File: src/hw/rtl/breakpoint_address_table_macros.svh
// ---------------------------------------------------------------------------
// Assertion macros for the breakpoint address table.
// ---------------------------------------------------------------------------
`ifndef BREAKPOINT_ADDRESS_TABLE_MACROS_SVH
`define BREAKPOINT_ADDRESS_TABLE_MACROS_SVH

// Checks that a condition implies a consequence in the same cycle.
`define BPT_ASSERT_SAME(lbl, ante, cons, msg) \
    lbl: assert property (@(posedge clk) disable iff (!rst_n) (ante) |-> (cons)) \
        else $error(msg);

// Checks that a condition implies a consequence in the following cycle.
`define BPT_ASSERT_NEXT(lbl, ante, cons, msg) \
    lbl: assert property (@(posedge clk) disable iff (!rst_n) (ante) |=> (cons)) \
        else $error(msg);

`endif

File: src/hw/rtl/bpt_pkg.sv
// ---------------------------------------------------------------------------
// bpt_pkg
// Types and constants shared by the breakpoint address table modules.
// ---------------------------------------------------------------------------
package bpt_pkg;

    localparam int SLOTS  = 8;
    localparam int ADDR_W = 32;
    localparam int IDX_W  = (SLOTS > 1) ? $clog2(SLOTS) : 1;

    typedef enum logic [1:0] {
        CMD_CHECK  = 2'd0,
        CMD_ADD    = 2'd1,
        CMD_REMOVE = 2'd2,
        CMD_NOP    = 2'd3
    } cmd_e_t;

    typedef enum logic [1:0] {
        ST_IDLE,
        ST_EXEC,
        ST_SCAN,
        ST_FINISH
    } state_t;

    typedef struct packed {
        logic [1:0]        cmd;
        logic [ADDR_W-1:0] address;
    } bpt_req_t;

    typedef struct packed {
        logic hit;
        logic add_failed;
        logic enabled;
    } bpt_rsp_t;

    // Commands from the controller to the datapath.
    typedef struct packed {
        logic load;
        logic exec;
        logic scan_step;
        logic finish;
    } bpt_ctl_t;

    // Status from the datapath to the controller.
    typedef struct packed {
        logic is_remove;
        logic scan_last;
    } bpt_sts_t;

endpackage

File: src/hw/rtl/bpt_ctrl.sv
// ---------------------------------------------------------------------------
// bpt_ctrl
// Sequencer for the breakpoint table: one execute step for check, add and the
// unused command; the execute step, a slot-by-slot walk and a finish step for remove.
// ---------------------------------------------------------------------------
`include "breakpoint_address_table_macros.svh"

module bpt_ctrl (
    input  logic              clk,
    input  logic              rst_n,
    input  logic              start,
    output logic              busy,
    input  bpt_pkg::bpt_sts_t sts,
    output bpt_pkg::bpt_ctl_t ctl
);
    import bpt_pkg::*;

    state_t state_reg;
    state_t state_next;

    always_ff @(posedge clk or negedge rst_n)
    begin
        if (!rst_n)
        begin
            state_reg <= ST_IDLE;
        end
        else
        begin
            state_reg <= state_next;
        end
    end

    always_comb
    begin
        state_next = state_reg;
        case (state_reg)
            ST_IDLE:
            begin
                if (start)
                begin
                    state_next = ST_EXEC;
                end
            end
            ST_EXEC:
            begin
                state_next = sts.is_remove ? ST_SCAN : ST_IDLE;
            end
            ST_SCAN:
            begin
                if (sts.scan_last)
                begin
                    state_next = ST_FINISH;
                end
            end
            ST_FINISH:
            begin
                state_next = ST_IDLE;
            end
            default:
            begin
                state_next = ST_IDLE;
            end
        endcase
    end

    always_comb
    begin
        ctl           = '0;
        busy          = 1'b1;
        case (state_reg)
            ST_IDLE:
            begin
                busy     = 1'b0;
                ctl.load = start;
            end
            ST_EXEC:
            begin
                ctl.exec = !sts.is_remove;
            end
            ST_SCAN:
            begin
                ctl.scan_step = 1'b1;
            end
            ST_FINISH:
            begin
                ctl.finish = 1'b1;
            end
            default:
            begin
                busy = 1'b1;
            end
        endcase
    end

    `BPT_ASSERT_NEXT(a_accept_goes_busy, start && !busy, busy && state_reg == ST_EXEC,
                     "accepted transfer did not enter the execute step")
    `BPT_ASSERT_NEXT(a_finish_returns_idle, state_reg == ST_FINISH, !busy,
                     "remove finish step did not return to idle")

endmodule

File: src/hw/rtl/bpt_datapath.sv
// ---------------------------------------------------------------------------
// bpt_datapath
// Slot registers, enabled flag, scan index and result register of the
// breakpoint table.
// ---------------------------------------------------------------------------
`include "breakpoint_address_table_macros.svh"

module bpt_datapath (
    input  logic              clk,
    input  logic              rst_n,
    input  bpt_pkg::bpt_req_t request,
    input  bpt_pkg::bpt_ctl_t ctl,
    output bpt_pkg::bpt_sts_t sts,
    output logic              result_valid,
    output bpt_pkg::bpt_rsp_t result
);
    import bpt_pkg::*;

    localparam logic [IDX_W-1:0] LAST_IDX = IDX_W'(SLOTS - 1);

    logic [ADDR_W-1:0] slot_reg  [SLOTS];
    logic [ADDR_W-1:0] slot_next [SLOTS];
    logic              enabled_reg;
    logic              enabled_next;
    logic [IDX_W-1:0]  idx_reg;
    logic [IDX_W-1:0]  idx_next;
    logic [1:0]        cmd_reg;
    logic [ADDR_W-1:0] addr_reg;
    logic              result_valid_reg;
    bpt_rsp_t          result_reg;
    bpt_rsp_t          result_next;

    logic              any_match;
    logic              any_empty;
    logic              any_nonzero;
    logic              any_nonzero_next;
    logic [IDX_W-1:0]  first_empty;
    logic              scan_match;

    // Parallel compares over all slots.
    always_comb
    begin
        any_match        = 1'b0;
        any_empty        = 1'b0;
        any_nonzero      = 1'b0;
        any_nonzero_next = 1'b0;
        first_empty      = '0;
        for (int j = SLOTS - 1; j >= 0; j--)
        begin
            if (slot_reg[j] == addr_reg)
            begin
                any_match = 1'b1;
            end
            if (slot_reg[j] == '0)
            begin
                any_empty   = 1'b1;
                first_empty = IDX_W'(j);
            end
            else
            begin
                any_nonzero = 1'b1;
            end
        end
        any_nonzero_next = any_nonzero;
    end

    assign scan_match = (slot_reg[idx_reg] == addr_reg);
    assign sts        = '{is_remove: (cmd_reg == CMD_REMOVE),
                          scan_last: (idx_reg == LAST_IDX)};

    always_comb
    begin
        for (int j = 0; j < SLOTS; j++)
        begin
            slot_next[j] = slot_reg[j];
        end
        enabled_next = enabled_reg;
        idx_next     = idx_reg;
        result_next  = result_reg;

        if (ctl.load)
        begin
            idx_next = '0;
        end

        if (ctl.exec)
        begin
            result_next = '0;
            case (cmd_reg)
                CMD_CHECK:
                begin
                    result_next.hit = any_match;
                end
                CMD_ADD:
                begin
                    if (any_empty)
                    begin
                        slot_next[first_empty] = addr_reg;
                        enabled_next           = 1'b1;
                    end
                    else
                    begin
                        result_next.add_failed = 1'b1;
                    end
                end
                default:
                begin
                    result_next.hit = 1'b0;
                end
            endcase
            result_next.enabled = enabled_next;
        end

        // A match pulls every later slot down one place and clears the last
        // slot; the walk then moves on, so the entry that slid into this
        // slot is not compared again.
        if (ctl.scan_step)
        begin
            if (scan_match)
            begin
                for (int j = 0; j < SLOTS; j++)
                begin
                    if (j >= int'(idx_reg))
                    begin
                        slot_next[j] = (j == SLOTS - 1) ? '0 : slot_reg[(j + 1) % SLOTS];
                    end
                end
            end
            idx_next = idx_reg + IDX_W'(1);
        end

        if (ctl.finish)
        begin
            enabled_next        = enabled_reg && any_nonzero_next;
            result_next         = '0;
            result_next.enabled = enabled_next;
        end
    end

    always_ff @(posedge clk or negedge rst_n)
    begin
        if (!rst_n)
        begin
            for (int j = 0; j < SLOTS; j++)
            begin
                slot_reg[j] <= '0;
            end
            enabled_reg      <= 1'b0;
            idx_reg          <= '0;
            result_valid_reg <= 1'b0;
        end
        else
        begin
            for (int j = 0; j < SLOTS; j++)
            begin
                slot_reg[j] <= slot_next[j];
            end
            enabled_reg      <= enabled_next;
            idx_reg          <= idx_next;
            result_valid_reg <= ctl.exec || ctl.finish;
        end
    end

    always_ff @(posedge clk)
    begin
        if (ctl.load)
        begin
            cmd_reg  <= request.cmd;
            addr_reg <= request.address;
        end
        result_reg <= result_next;
    end

    assign result_valid = result_valid_reg;
    assign result       = result_reg;

    `BPT_ASSERT_SAME(a_flag_clear_means_empty, !enabled_reg, !any_nonzero,
                     "enabled flag is clear while a slot holds an address")
    `BPT_ASSERT_SAME(a_hit_fail_exclusive, result_valid_reg,
                     !(result_reg.hit && result_reg.add_failed),
                     "hit and add failure reported together")
    `BPT_ASSERT_NEXT(a_scan_advances, ctl.scan_step && !sts.scan_last,
                     idx_reg == $past(idx_reg) + IDX_W'(1),
                     "scan index did not advance by one slot")

endmodule

File: src/hw/rtl/breakpoint_address_table.sv
// ---------------------------------------------------------------------------
// breakpoint_address_table
// Table of breakpoint addresses with check, add and remove commands; an
// address of zero marks an empty slot.
// ---------------------------------------------------------------------------
//  Channel   Handshake              Payload
//  command   start, busy            request (cmd, address)
//  result    result_valid strobe    result (hit, add_failed, enabled)
//
//  Check, add and the unused command pass through the execute step, and the
//  result strobe is registered from it; busy is high during that step.
//  Remove walks the slot registers one slot per cycle from the execute step
//  to the finish step, from which the result strobe is registered.
//  Reset clears every slot and the enabled flag at once; no clearing pass.
//  The result is shown for one cycle only and a new transfer may be
//  accepted in that same cycle.
// ---------------------------------------------------------------------------
module breakpoint_address_table (
    input  logic              clk,
    input  logic              rst_n,
    input  logic              start,
    output logic              busy,
    input  bpt_pkg::bpt_req_t request,
    output logic              result_valid,
    output bpt_pkg::bpt_rsp_t result
);
    import bpt_pkg::*;

    bpt_ctl_t ctl;
    bpt_sts_t sts;

    bpt_ctrl u_ctrl (
        .clk   (clk),
        .rst_n (rst_n),
        .start (start),
        .busy  (busy),
        .sts   (sts),
        .ctl   (ctl)
    );

    bpt_datapath u_datapath (
        .clk          (clk),
        .rst_n        (rst_n),
        .request      (request),
        .ctl          (ctl),
        .sts          (sts),
        .result_valid (result_valid),
        .result       (result)
    );

endmodule

File: config.mk
export PLATFORM = sky130hd
export DESIGN_NAME = breakpoint_address_table
export DESIGN_NICKNAME = d
export VERILOG_FILES = /design/src/hw/rtl/bpt_pkg.sv /design/src/hw/rtl/bpt_ctrl.sv /design/src/hw/rtl/bpt_datapath.sv /design/src/hw/rtl/breakpoint_address_table.sv
export VERILOG_INCLUDE_DIRS = /design/src /design/src/hw/rtl
export SDC_FILE = /design/constraint.sdc
export NUM_CORES = 1
export LEC_CHECK = 0
export BUFFER_PORTS_ARGS = -buffer_cell sky130_fd_sc_hd__buf_2
export CORE_AREA = 2 2 198 200
export CTS_CLUSTER_DIAMETER = 40
export CTS_CLUSTER_SIZE = 14
export DETAILED_ROUTE_END_ITERATION = 10
export DIE_AREA = 0 0 200 202
export PLACE_DENSITY = 0.69
export SYNTH_ARGS = -nofsm -noshare
export SYNTH_HDL_FRONTEND = slang
export SYNTH_SLANG_ARGS = --single-unit
File: constraint.sdc
create_clock -name clk -period 8.75 [get_ports clk]
set_clock_uncertainty 0.1 [all_clocks]
set_input_delay 1.3125 -clock clk [delete_from_list [all_inputs] [get_ports clk]]
set_output_delay 1.3125 -clock clk [all_outputs]
set_load 0.03 [all_outputs]
==> results.toml <==
[sta]
setup_viol = 0
final_hold_viol_count = 0
min_period_ns = 5.04
final-max-slew-violation-count = 0
rsz0062_at_grt = "false"
slew_headroom = 0.220
hold_slack_ns = 0.365
post-route-period-util = 0.576
tightest_slew_ns = 1.17
fin_ws_ns = 3.71
fmax_mhz = 198
finalSetupTns_ns = 0

[drt]
drt_drc_violations_left = 0
dr.pass1.iters = 5
vias_per_cell = 6.29
wl_um = 68900
wire_per_inst_um = 28.2
drt_iter0_markers = 1873
vias = 15400
ant_nets = 0

[worst_setup_path]
required_ns = 9.15
arrival_ns = 5.45
critPathKind = "register to register"
startpoint_type = "register"
crit_path_end_kind = "register"
crit_fanout = 32

[placed_design]
place_ws_ns = 3.72
io_buffers = 41
dp_cells = 2346
gp_congestion = 1.03
dp_hpwl_um = 48800
place_area_um2 = 19600

[yosys]
yosysTopAreaCell = "dfrtp_1"
yosys_warnings = 0
ys_types = 55
syn_avg_cell_area_um2 = 10.1
ys_ff_latch = 300
synth_edf_count = 35
async_flop_share = 0.877
syn_nets = 1910
synthTopCellsByArea = "dfrtp_1 35%, mux2i_1 15%, xor2_1 9.5%"
syn_inst = 1869
synthFlopType = "dfrtp_1"
yosysTopAreaCellShare = 0.348
synth_area_um2 = 18900
ys_seq_area_frac = 0.405

[clock_network]
cts_tree = "built"
hold_buffers = 0
clock_sinks = 300
insertion_delay_ns = 0.60
cts-buffers-inserted = 50
cts_setup_buffers = 0
ctsResizeCount = 0
cts.clk_slew.worst_paths_ns = 0.06
cts.htree.levels = 2
cts_buffer_depth = 3
cts-root-buf = "clkbuf_16"

[pwr]
p_seq_frac = 0.354
p_per_area_nw_per_um2 = 365
pwr-share-comb = 0.387
power.leakage_nw = 8.88
switching_share = 0.451
p_sw_w = 0.00352
vdd_drop_max_uv = 226
internal_power_w = 0.00429
p_clk_frac = 0.259

[global_route]
grt_start_max_net_pins = 173
busiest_layer = "met2"
globalRouteTotalUtil = 0.349
grt_overflow_total = 0
grt_pass1_wl_um = 102000
grtUsageMet2 = 0.514
grt.met3_usage = 0.0639
grt_pass1_vias = 15400
antenna_found_initial = 0
grtUsageMet1 = 0.491

[layout]
syn_to_final_growth_pct = 12.9
nFillCells = 3320
fin_area_um2 = 21400
final_common_cell = "mux2i_1"
largest_reg_flops = 256
layout_common_cells = "281 x mux2i_1, 261 x dfrtp_1, 258 x a21oi_1"
stdcell_count = 2440
nNetsFinal = 1921
drive_gt1_frac = 0.134

[floorplanning]
die-area_um2 = 40400
rows = 72
initial_core_util = 0.494
die_x_um = 200
io_pins = 42
core_area_um2 = 38300
die_y_um = 202

[status]
status = "finished clean"

[flow_run]
cap_violations = 0

[worst_hold_path]
hp-class = "register to register"
## Yosys cell counts (2+ instances only)
cell type,instances
a2111oi_0,2
xnor2_1,82
and2_1,3
o211ai_1,3
xor2_1,205
clkbuf_1,93
dfxtp_1,2
a22oi_1,6
dfrtp_1,263
or2_2,2
nor2b_1,3
buf_4,13
or3_1,2
inv_1,234
nand4_1,51
nor2_1,54
nor3_1,2
nand2b_1,3
nor4_1,120
a221oi_1,7
and4_1,3
nand2_1,16
edfxtp_1,35
mux2_2,2
nand3_1,2
ha_1,4
o21ai_0,5
a22o_1,8
nor4bb_1,4
mux2i_1,281
a21oi_1,258
buf_2,19
mux4_2,43
nor4b_1,2
nor4_4,2
buf_6,13
o21bai_1,2
buf_1,2
nor3_2,2
## critical path, stage by stage, from the launching register on
cell and delay [ns]:
dfrtp_4 0.78, buf_4 0.58, mux4_2 0.58, mux2i_1 0.21, xor2_1 0.30, and4_1 0.24
nand4_1 0.09, or4_1 0.72, or3_2 0.99, mux2i_1 0.33
## power groups by stage
| stage | Clock, W | Sequential, W | Combinational, W |
|---|---|---|---|
| floorplan | 0 | 0.00230 | 0.00211 |
| global route | 0.00210 | 0.00278 | 0.00323 |
| finish | 0.00202 | 0.00276 | 0.00302 |
| global placement | 0 | 0.00271 | 0.00289 |
| CTS | 0.00204 | 0.00270 | 0.00296 |
| detailed placement | 0 | 0.00272 | 0.00294 |
## layout make-up
cell class              instances  area [um^2]  share of cell area
well taps                     518          648              0.0303
clock buffers                  54         1310              0.0613
multi-input cells            1195         9770               0.457
flip-flops and latches        300         7680               0.359
inverters                     234          878              0.0411
repair buffers                 99          663              0.0310
diodes                          1         2.50            0.000117
clock inverters                39          418              0.0196
## metal layers
layer | up-vias | part of all wire
met5 | - | 0
met2 | 914 | 0.44
li1 | 6581 | -
met3 | 194 | 0.10
met4 | 0 | 0.055
met1 | 7666 | 0.40
## cell families after synthesis
logic type	Yosys count	share of synthesized area
flip-flops	300	0.405
XOR/XNOR	287	0.133
AND/OR/NAND/NOR	278	0.0875
multiplexers	326	0.201
adder cells (fa/ha/maj)	4	0.00264
buffers and inverters	374	0.0832
AO/OA/AOI/OAI	300	0.0875
## per-stage QoR
step | power [W] | util
finish | 0.00781 | 0.558
global route | 0.00811 | 0.558
CTS | 0.00770 | 0.558
detailed placement | 0.00566 | 0.513
global placement | 0.00560 | 0.513
floorplan | 0.00442 | -
## final timing paths
| kind | from | slack (ns) | endpoint | depth (start not counted) |
|---|---|---|---|---|
| min in group asynchronous | rst_n | 0.60 | u_datapath.slot_reg[34] | 1 |
| max | u_datapath.idx_reg[0] | 3.71 | u_datapath.slot_reg[151] | 9 |
| max reg2reg | u_datapath.idx_reg[0] | 3.71 | u_datapath.slot_reg[151] | 9 |
| min reg2reg | u_datapath.result[2] | 0.37 | u_datapath.result[2] | 1 |
| min | u_datapath.result[2] | 0.37 | u_datapath.result[2] | 1 |
| max in group asynchronous | rst_n | 6.45 | u_datapath.slot_reg[215] | 2 |
(Power assumes the default switching activity.)
